## src/rtl/core/vdef_pkg.sv

```systemverilog
// shared types, constants and lookup functions of the deblocking edge filter
package vdef_pkg;

  typedef struct packed {
    logic [5:0]  qp_fallback;
    logic [5:0]  qp_side_q;
    logic [5:0]  qp_side_p;
    logic [1:0]  strength;
    logic        is_luma;
    logic [63:0] row3_pixels;
    logic [63:0] row2_pixels;
    logic [63:0] row1_pixels;
    logic [63:0] row0_pixels;
  } vdef_in_t;

  typedef struct packed {
    logic [1:0]  filter_used;
    logic [63:0] out_row3;
    logic [63:0] out_row2;
    logic [63:0] out_row1;
    logic [63:0] out_row0;
  } vdef_out_t;

  typedef enum logic [1:0] {
    MODE_PASS   = 2'd0,
    MODE_NORMAL = 2'd1,
    MODE_STRONG = 2'd2,
    MODE_CHROMA = 2'd3
  } vdef_mode_t;

  localparam int unsigned NumRows = 4;

  // per item parameters after the qp stage
  typedef struct packed {
    logic       is_luma;
    logic       bs_nz;
    logic [7:0] beta;
    logic [4:0] tc;
  } vdef_par_t;

  function automatic logic [4:0] tc_lut(input logic [5:0] qp);
    logic [4:0] v;
    begin
      unique case (qp)
        6'd18, 6'd19, 6'd20, 6'd21, 6'd22, 6'd23, 6'd24, 6'd25, 6'd26: v = 5'd1;
        6'd27, 6'd28, 6'd29, 6'd30: v = 5'd2;
        6'd31, 6'd32, 6'd33, 6'd34: v = 5'd3;
        6'd35, 6'd36, 6'd37: v = 5'd4;
        6'd38, 6'd39: v = 5'd5;
        6'd40, 6'd41: v = 5'd6;
        6'd42: v = 5'd7;
        6'd43: v = 5'd8;
        6'd44: v = 5'd9;
        6'd45: v = 5'd10;
        6'd46: v = 5'd11;
        6'd47: v = 5'd13;
        6'd48: v = 5'd14;
        6'd49: v = 5'd16;
        6'd50: v = 5'd18;
        6'd51: v = 5'd20;
        6'd52: v = 5'd22;
        6'd53: v = 5'd24;
        default: v = 5'd0;
      endcase
      return v;
    end
  endfunction

  function automatic logic [5:0] chroma_qp(input logic [5:0] qpw);
    logic [5:0] v;
    begin
      unique case (qpw)
        6'd30: v = 6'd29;
        6'd31: v = 6'd30;
        6'd32: v = 6'd31;
        6'd33: v = 6'd32;
        6'd34, 6'd35: v = 6'd33;
        6'd36, 6'd37: v = 6'd34;
        6'd38, 6'd39: v = 6'd35;
        6'd40, 6'd41: v = 6'd36;
        6'd42, 6'd43: v = 6'd37;
        default: v = (qpw < 6'd30) ? qpw : qpw - 6'd6;
      endcase
      return v;
    end
  endfunction

  function automatic logic [7:0] beta_lut(input logic [5:0] qp);
    logic [7:0] v;
    begin
      if (qp >= 6'd16 && qp <= 6'd28) v = {2'b00, qp} - 8'd10;
      else if (qp >= 6'd29 && qp <= 6'd51) v = {1'b0, qp, 1'b0} - 8'd38;
      else v = 8'd0;
      return v;
    end
  endfunction

  function automatic logic [7:0] sat8(input logic signed [11:0] v);
    logic [7:0] r;
    begin
      if (v < 0) r = 8'd0;
      else if (v > 12'sd255) r = 8'd255;
      else r = v[7:0];
      return r;
    end
  endfunction

  function automatic logic signed [11:0] clip3(input logic signed [11:0] v,
                                               input logic signed [11:0] lo,
                                               input logic signed [11:0] hi);
    logic signed [11:0] r;
    begin
      if (v < lo) r = lo;
      else if (v > hi) r = hi;
      else r = v;
      return r;
    end
  endfunction

endpackage

```

## src/rtl/core/vdef_param.sv

```systemverilog
// stage 1: qp selection, averaging, chroma mapping and beta/tc lookup
module vdef_param (
  input  logic [5:0]          qp_side_p,
  input  logic [5:0]          qp_side_q,
  input  logic [5:0]          qp_fallback,
  input  logic                is_luma,
  input  logic [1:0]          strength,
  output vdef_pkg::vdef_par_t par
);
  import vdef_pkg::*;

  logic [5:0] qp_p, qp_q, qpw, qpc;
  logic [6:0] qsum;

  always_comb begin
    qp_p = (qp_side_p == 6'd0) ? qp_fallback : qp_side_p;
    qp_q = (qp_side_q == 6'd0) ? qp_fallback : qp_side_q;
    qsum = {1'b0, qp_p} + {1'b0, qp_q} + 7'd1;
    qpw  = qsum[6:1];
    qpc  = chroma_qp(qpw);
    par.is_luma = is_luma;
    par.bs_nz   = (strength != 2'd0);
    par.beta    = beta_lut(qpw);
    par.tc      = tc_lut(is_luma ? qpw : qpc);
  end
endmodule

```

## src/rtl/core/vdef_decide.sv

```systemverilog
// stage 2: strong/normal decision and mode select
module vdef_decide (
  input  logic [63:0]         row0,
  input  logic [63:0]         row3,
  input  vdef_pkg::vdef_par_t par,
  output logic [1:0]          mode
);
  import vdef_pkg::*;

  function automatic logic row_ok(input logic [63:0] x, input logic [7:0] beta,
                                  input logic [4:0] tc);
    logic signed [11:0] v [0:7];
    logic signed [11:0] dp, dq, a, b, c;
    logic [7:0] lim;
    begin
      for (int k = 0; k < 8; k++) v[k] = {4'd0, x[8*k +: 8]};
      dp = v[1] + v[3] - 12'sd2 * v[2];
      dq = v[6] + v[4] - 12'sd2 * v[5];
      if (dp < 0) dp = -dp;
      if (dq < 0) dq = -dq;
      a = v[3] - v[0];
      b = v[4] - v[7];
      c = v[3] - v[4];
      if (a < 0) a = -a;
      if (b < 0) b = -b;
      if (c < 0) c = -c;
      lim = ({3'd0, tc} * 8'd3 + 8'd1) >> 1;
      return (12'sd2 * (dp + dq) < $signed({4'd0, beta >> 2}))
          && (a + b < $signed({4'd0, beta >> 3}))
          && (c < $signed({4'd0, lim}));
    end
  endfunction

  always_comb begin
    if (!par.bs_nz) mode = MODE_PASS;
    else if (!par.is_luma) mode = MODE_CHROMA;
    else if (row_ok(row0, par.beta, par.tc) && row_ok(row3, par.beta, par.tc))
      mode = MODE_STRONG;
    else mode = MODE_NORMAL;
  end
endmodule

```

## src/rtl/core/vdef_row.sv

```systemverilog
// stage 3: filters one row for the chosen mode
module vdef_row (
  input  logic [63:0] row_in,
  input  logic [1:0]  mode,
  input  logic [4:0]  tc,
  output logic [63:0] row_out
);
  import vdef_pkg::*;

  logic signed [11:0] p3, p2, p1, p0, q0, q1, q2, q3, t, t2, th;
  logic signed [11:0] d, dp, dq, pc, qc;
  logic signed [11:0] np [0:2];
  logic signed [11:0] nq [0:2];
  logic signed [11:0] op [0:2];
  logic signed [11:0] oq [0:2];
  logic signed [11:0] ref_p [0:2];
  logic signed [11:0] ref_q [0:2];

  always_comb begin
    p3 = {4'd0, row_in[7:0]};   p2 = {4'd0, row_in[15:8]};
    p1 = {4'd0, row_in[23:16]}; p0 = {4'd0, row_in[31:24]};
    q0 = {4'd0, row_in[39:32]}; q1 = {4'd0, row_in[47:40]};
    q2 = {4'd0, row_in[55:48]}; q3 = {4'd0, row_in[63:56]};
    t  = {7'd0, tc};
    t2 = t <<< 1;
    th = t >>> 1;
    row_out = row_in;
    d = '0; dp = '0; dq = '0;
    pc = p2 + p1 + p0 + q0 + 12'sd2;
    qc = q2 + q1 + q0 + p0 + 12'sd2;
    ref_p[0] = p0; ref_p[1] = p1; ref_p[2] = p2;
    ref_q[0] = q0; ref_q[1] = q1; ref_q[2] = q2;
    np[0] = (pc + p1 + p0 + q0 + q1 + 12'sd2) >>> 3;
    np[1] = pc >>> 2;
    np[2] = (pc + 12'sd2 * p3 + 12'sd2 * p2 + 12'sd2) >>> 3;
    nq[0] = (qc + q1 + q0 + p0 + p1 + 12'sd2) >>> 3;
    nq[1] = qc >>> 2;
    nq[2] = (qc + 12'sd2 * q3 + 12'sd2 * q2 + 12'sd2) >>> 3;
    for (int k = 0; k < 3; k++) begin
      op[k] = clip3(np[k], {4'd0, sat8(ref_p[k] - t2)}, {4'd0, sat8(ref_p[k] + t2)});
      oq[k] = clip3(nq[k], {4'd0, sat8(ref_q[k] - t2)}, {4'd0, sat8(ref_q[k] + t2)});
    end
    unique case (mode)
      MODE_CHROMA: begin
        d = clip3(((q0 - p0) * 12'sd4 + p1 - q1 + 12'sd4) >>> 3, -t, t);
        row_out[31:24] = sat8(p0 + d);
        row_out[39:32] = sat8(q0 - d);
      end
      MODE_STRONG: begin
        row_out[31:24] = op[0][7:0]; row_out[23:16] = op[1][7:0];
        row_out[15:8]  = op[2][7:0];
        row_out[39:32] = oq[0][7:0]; row_out[47:40] = oq[1][7:0];
        row_out[55:48] = oq[2][7:0];
      end
      MODE_NORMAL: begin
        // sum can exceed 12 bits before the shift, so it is formed at full width
        d  = clip3(12'((9 * (q0 - p0) - 3 * (q1 - p1) + 8) >>> 4), -t, t);
        dp = clip3((((p2 + p0 + 12'sd1) >>> 1) - p1 + d) >>> 1, -th, th);
        dq = clip3((((q2 + q0 + 12'sd1) >>> 1) - q1 - d) >>> 1, -th, th);
        row_out[31:24] = sat8(p0 + d);
        row_out[39:32] = sat8(q0 - d);
        row_out[23:16] = sat8(p1 + dp);
        row_out[47:40] = sat8(q1 + dq);
      end
      default: row_out = row_in;
    endcase
  end
endmodule

```

## src/rtl/core/video_deblocking_edge_filter.sv

```systemverilog
// Deblocking filter for one vertical 4x4|4x4 edge of 8-bit pixels. One edge is
// accepted per cycle and its result passes through the stages in order: stage 1 derives
// the averaged qp and looks up beta and tc, stage 2 makes the strong/normal
// decision from rows 0 and 3, stage 3 filters all four rows in parallel. A
// stalled output holds the whole pipeline; in_ready is high whenever the last
// stage is empty or is being drained, so throughput is one item per cycle unless the output stalls.
module video_deblocking_edge_filter (
  input  logic                clk,
  input  logic                rst_n,
  input  logic                in_valid,
  output logic                in_ready,
  input  vdef_pkg::vdef_in_t  in_data,
  output logic                out_valid,
  input  logic                out_ready,
  output vdef_pkg::vdef_out_t out_data
);
  import vdef_pkg::*;

  logic       v1_r, v2_r, v3_r;
  logic       adv;
  vdef_in_t   d1_r, d2_r;
  vdef_par_t  par, par1_r, par2_r;
  logic [1:0] mode, mode2_r;
  vdef_out_t  o3_r;
  logic [63:0] rows_in [0:NumRows-1];
  logic [63:0] rows_out [0:NumRows-1];

  assign adv      = !v3_r || out_ready;
  assign in_ready = adv;

  vdef_param u_param (
    .qp_side_p(in_data.qp_side_p), .qp_side_q(in_data.qp_side_q),
    .qp_fallback(in_data.qp_fallback), .is_luma(in_data.is_luma),
    .strength(in_data.strength), .par(par)
  );

  vdef_decide u_decide (
    .row0(d1_r.row0_pixels), .row3(d1_r.row3_pixels), .par(par1_r), .mode(mode)
  );

  assign rows_in[0] = d2_r.row0_pixels;
  assign rows_in[1] = d2_r.row1_pixels;
  assign rows_in[2] = d2_r.row2_pixels;
  assign rows_in[3] = d2_r.row3_pixels;

  for (genvar r = 0; r < NumRows; r++) begin : g_row
    vdef_row u_row (
      .row_in(rows_in[r]), .mode(mode2_r), .tc(par2_r.tc), .row_out(rows_out[r])
    );
  end

  always_ff @(posedge clk) begin
    if (!rst_n) begin
      v1_r <= 1'b0;
      v2_r <= 1'b0;
      v3_r <= 1'b0;
    end else if (adv) begin
      v1_r <= in_valid;
      v2_r <= v1_r;
      v3_r <= v2_r;
    end
  end

  always_ff @(posedge clk) begin
    if (adv) begin
      d1_r    <= in_data;
      par1_r  <= par;
      d2_r    <= d1_r;
      par2_r  <= par1_r;
      mode2_r <= mode;
      o3_r.out_row0    <= rows_out[0];
      o3_r.out_row1    <= rows_out[1];
      o3_r.out_row2    <= rows_out[2];
      o3_r.out_row3    <= rows_out[3];
      o3_r.filter_used <= mode2_r;
    end
  end

  assign out_valid = v3_r;
  assign out_data  = o3_r;
endmodule

```

## config.mk

```make
export PLATFORM = sky130hd
export DESIGN_NAME = video_deblocking_edge_filter
export DESIGN_NICKNAME = d
export VERILOG_FILES = /design/src/rtl/core/vdef_pkg.sv /design/src/rtl/core/vdef_param.sv /design/src/rtl/core/vdef_decide.sv /design/src/rtl/core/vdef_row.sv /design/src/rtl/core/video_deblocking_edge_filter.sv
export SDC_FILE = /design/constraint.sdc
export NUM_CORES = 2
export LEC_CHECK = 0
export BUFFER_PORTS_ARGS = -buffer_cell sky130_fd_sc_hd__buf_2
export CAP_MARGIN = 20
export CORE_UTILIZATION = 59
export DETAILED_ROUTE_END_ITERATION = 8
export PLACE_DENSITY = 0.84
export SYNTH_ARGS = -nofsm -noshare
export SYNTH_HDL_FRONTEND = slang
export SYNTH_HIERARCHICAL = 1
export SYNTH_SLANG_ARGS = --single-unit
```

## constraint.sdc

```tcl
create_clock -name clk -period 20.2 [get_ports clk]
set_input_delay 2.02 -clock clk [delete_from_list [all_inputs] [get_ports clk]]
set_output_delay 2.02 -clock clk [all_outputs]
set_load 0.05 [all_outputs]
```

# == Word level (Yosys, flattened, before mapping) ==
# Memories as Yosys holds them, arrays and structs flattened. A register that Yosys moved wholly into a read port is not among the register bits.
# Index checks and enable logic that the tools add are counted.
# totals
regBits,790
latch_bits,0
ramBits,0
rom_bits,320
output_inout_bits,260
word_cells,877
n_memories,1
# op_classes
add_sub_neg,268
n_mul,9
n_div,0
magnitude_cmp,245
eq_ne,17
shifts,0
n_mux,299
bitwise,0
reduce_logical,17
# memory_table
name,words,width,rd,rd_ports_with_merged_regs,wr,line,rtl
(name not given),64,5,1,1,0,vdef_pkg.sv:44,unique case (qp)
# ops
op,count
two-way mux 8 bit,202
two-way mux 12 bit,66
adder 12 x 9 -> 12 bit,52
> comparator 12 x 9 -> 1 bit (second input constant),48
< comparator 12 x 1 -> 1 bit (second input constant),48
adder 12 x 3 -> 12 bit (second input constant),24
< comparator 9 x 1 -> 1 bit (second input constant),30
adder 8 x 6 -> 9 bit,24
> comparator 9 bit (second input constant),24
subtractor 8 x 6 -> 9 bit,24
adder 12 x 10 -> 12 bit,16
adder 9 x 12 -> 12 bit,16
case mux 16 bit (3 select lines),4
adder 8 x 8 -> 9 bit,20
subtractor 8 x 8 -> 9 bit,18
> comparator 9 bit,16
< comparator 9 bit,16
two-way mux 11 bit,12
multiplier 3 x 32 -> 16 bit (first input constant),4
multiplier 5 x 32 -> 16 bit (first input constant),4
case mux 8 bit (2 select lines),8
< comparator 11 x 12 -> 1 bit,8
subtractor 11 x 9 -> 12 bit,8
subtractor 9 x 12 -> 12 bit,8
48 further kinds,155

# == Logic depth before layout (Yosys ltp) ==
# logic_depth
word_depth,18
depth_mapped,74

# == Hierarchy ==
# Netlist, hierarchy kept.
# modules_own_cells
module,n_inst,cells_per_inst,area_each_um2,seq_area_each_um2
video_deblocking_edge_filter,1,803,23899.2,23842.9
vdef_row (g_row[1].u_row),1,2808,21119.0,0.0
vdef_row (g_row[2].u_row),1,2668,20742.4,0.0
vdef_row (g_row[0].u_row),1,2741,20737.4,0.0
vdef_row (g_row[3].u_row),1,2701,20671.1,0.0
vdef_decide,1,1132,8216.6,0.0
vdef_param,1,215,1564.0,0.0

# == Least setup slack after synthesis ==
# Ideal clock, no wire load.
# synth_path
path_type,input -> output
start,input port out_ready
end,output port in_ready
t_arrival_ps,17564
setup_slack_ps,616
path_stages,2
n_path_buf,0
cell_sequence,nor2b_4 inv_1
# synth_via
elab_chain_cells,1
# synth_lines
item,line,rtl
from (decl),video_deblocking_edge_filter.sv:14,"input logic out_ready,"
logical OR 1 bit,video_deblocking_edge_filter.sv:28,assign adv = !v3_r || out_ready;
to (decl),video_deblocking_edge_filter.sv:11,"output logic in_ready,"
# Every way passes these cells.

==> tab_implementation.tex <==
\begin{tabular}{lr}
\hline
Metric & Value \\
\hline
\multicolumn{2}{l}{\textbf{Worst setup path}} \\
Largest incremental delay on the critical path & 0.82 ns \\
CP Data Required Time & 20.63 ns \\
Cell type of the slowest stage on the worst timing path & sky130\_fd\_sc\_hd\_\_o221ai\_1 \\
Cells on worst reg2reg path & 64 \\
Critical path peak fanout & 11 \\
Setup crit end kind & flip-flop \\
Critical path start-end classification & reg2reg \\
Endpoint arrival time on the critical path & 16.92 ns \\
Launching element type of the critical path & flip-flop \\
\multicolumn{2}{l}{\textbf{Clock tree}} \\
TritonCTS clock tree & done \\
Clock-pin slew on the worst setup and hold paths & approximately 0.060 ns \\
Count of clock tree sinks & 793 \\
CTS Buffer Depth & 3 \\
Insertion delay to the later sink of the worst-skew pair & 0.81 ns \\
Cell chosen for the clock root & sky130\_fd\_sc\_hd\_\_clkbuf\_16 \\
Resize count post-CTS & 0 \\
Count of hold-fix buffers inserted at cts & 0 \\
Number of H-tree levels & 3 \\
Inserted Clock Buffers & 94 \\
Post-CTS setup buffer count & 0 \\
\multicolumn{2}{l}{\textbf{Die}} \\
Height of the die & 447 µm \\
Floorplan core area & 197000 µm² \\
Effective utilization at floorplan & between 50\% and 60\% \\
Die extent in x & 447 µm \\
Die area & 200000 µm² \\
Ports placed on the boundary & 541 \\
Standard-cell row count & between 150 and 200 \\
\multicolumn{2}{l}{\textbf{Drt}} \\
Average routed wire per standard cell & between 20 and 25 µm \\
Via count & 102000 \\
Post-route DRC violation count & 0 \\
Detailed-route vias per instance & 6.27 \\
Antenna-violating nets left & 0 \\
First-pass detailed-route iteration total & 7 \\
Total wire length after detailed routing & 397000 µm \\
DRT iter0 DRCs & 10500 \\
\multicolumn{2}{l}{\textbf{STA}} \\
RSZ-0062 raised after global routing & false \\
Relative slew margins & 20.5\% \\
Measured slew at the worst slew-check pin & 1.18 ns \\
Crit path time final & between 15 and 20 ns \\
Number of max-slew violations in the final report & 0 \\
Final Hold Violating Endpoints & 0 \\
Final setup viols & 0 \\
Final-layout setup total negative slack & 0 ns \\
Worst clock skew & between 0.04 and 0.05 ns \\
Highest Clock Rate & 60.6 MHz \\
Crit share post-route & 81.7\% \\
\multicolumn{2}{l}{\textbf{Worst hold path}} \\
HP Class & reg2reg \\
Cell count of the worst hold path & 0 \\
\multicolumn{2}{l}{\textbf{Cells and area}} \\
Layout cell share with drive strength beyond 1 & 8.56\% \\
Number of nets in the layout & about 16000 \\
Fill cell instance count of the final layout & 16300 \\
Area added between synthesis and finish & 7.85\% \\
\multicolumn{2}{l}{\textbf{Synth}} \\
Ys Warns & 6 \\
Synthesized area divided by synthesized cell count & 8.95 µm² \\
Syn Inst Count & $\sim$13000 \\
Area of the mapped netlist & about 120000 µm² \\
\multicolumn{2}{l}{\textbf{Placement}} \\
HPWL after detailed placement & 315000 µm \\
Placer Congestion & 1.06 \\
Number of buffers added on ports & 540 \\
\multicolumn{2}{l}{\textbf{Global route}} \\
Pin count of the biggest net entering global routing & 95 \\
Total grt overflow & 0 \\
Number of global-route vias before repair & a little under 100k \\
Total global routing track utilization & 38.7\% \\
Antenna violations before repair & 17 \\
Global-route wire length before repair & 585000 µm \\
\multicolumn{2}{l}{\textbf{Flow run}} \\
Reported max-cap violation count & 0 \\
\multicolumn{2}{l}{\textbf{Outcome}} \\
Outcome & complete, no violations \\
\hline
\end{tabular}
==> cell type report <==
class	count	area, µm²	area share, %
clock buffer	107	2400	1.90
timing repair buffer	708	3980	3.16
inverter	1676	6300	5.00
antenna	10	25.0	0.0199
multi-input combinational	10300	85500	67.8
tap	2640	3300	2.62
clock inverter	66	793	0.629
sequential	793	23800	18.9
==> sequential cells by signal (all words and copies together), names as in the netlist <==
signal	flops
par1_r	13
out_valid	1
v1_r	1
d2_r	256
v2_r	1
par2_r	5
mode2_r	2
out_data	258
d1_r	256
==> through the flow <==
stage	instance area, µm²	util [%]	worst slack (ns)	instances	hold slack [ns]
finish	126000	64.0	3.70	16300	0.398
global route	126000	64.0	2.82	16300	0.386
CTS	126000	64.0	4.11	16300	0.398
detailed placement	123000	62.3	4.16	16100	0.405
global placement	123000	62.3	4.34	16100	0.401
floorplan	117000	-	0.654	13100	0.400
==> placed cells by master, fill, tap and decap left out, drive strengths merged, types with 294 or more instances in the layout <==
| cell type | count |
|---|---|
| ha | 2049 |
| inv | 1678 |
| nor2 | 913 |
| a21oi | 887 |
| edfxtp | 790 |
| o21ai | 754 |
| nand2 | 714 |
| buf | 707 |
| fa | 536 |
| xnor2 | 531 |
| a21o | 361 |
| o21a | 319 |
| xor2 | 294 |
==> final timing paths <==
path	start	endpoint	slack (ns)
hold reg to reg	d1_r[108]	d2_r[108]	0.40
hold / removal	d1_r[108]	d2_r[108]	0.40
setup reg to reg	d2_r[168]	out_data[169]	3.70
setup / recovery	d2_r[168]	out_data[169]	3.70
==> worst max-delay path, delay by kind of cell (launching register included) <==
| family | cells | cell delay [ns] |
|---|---|---|
| DFF | 1 | 0.55 |
| AOI/OAI and AO/OA | 32 | 7.38 |
| xor gates and xnor gates | 2 | 0.54 |
| adders and majority gates | 14 | 4.75 |
| muxes | 1 | 0.46 |
| and+or+nand+nor | 8 | 1.59 |
| buffers and inverters | 7 | 0.85 |
==> metal layers <==
metal | share of wire [%] | GRT usage, % | up-vias
li1 | - | - | 47600
met3 | 9.6 | 7.72 | 1435
met2 | 44 | 61.0 | 5164
met4 | 9.0 | 29.2 | 4
met1 | 38 | 46.7 | 48200
met5 | 0.0063 | 0 | -
Power is left out: the tool's default activity adds up to more than one toggle a clock period on the data nets, which glitch-free logic cannot reach.
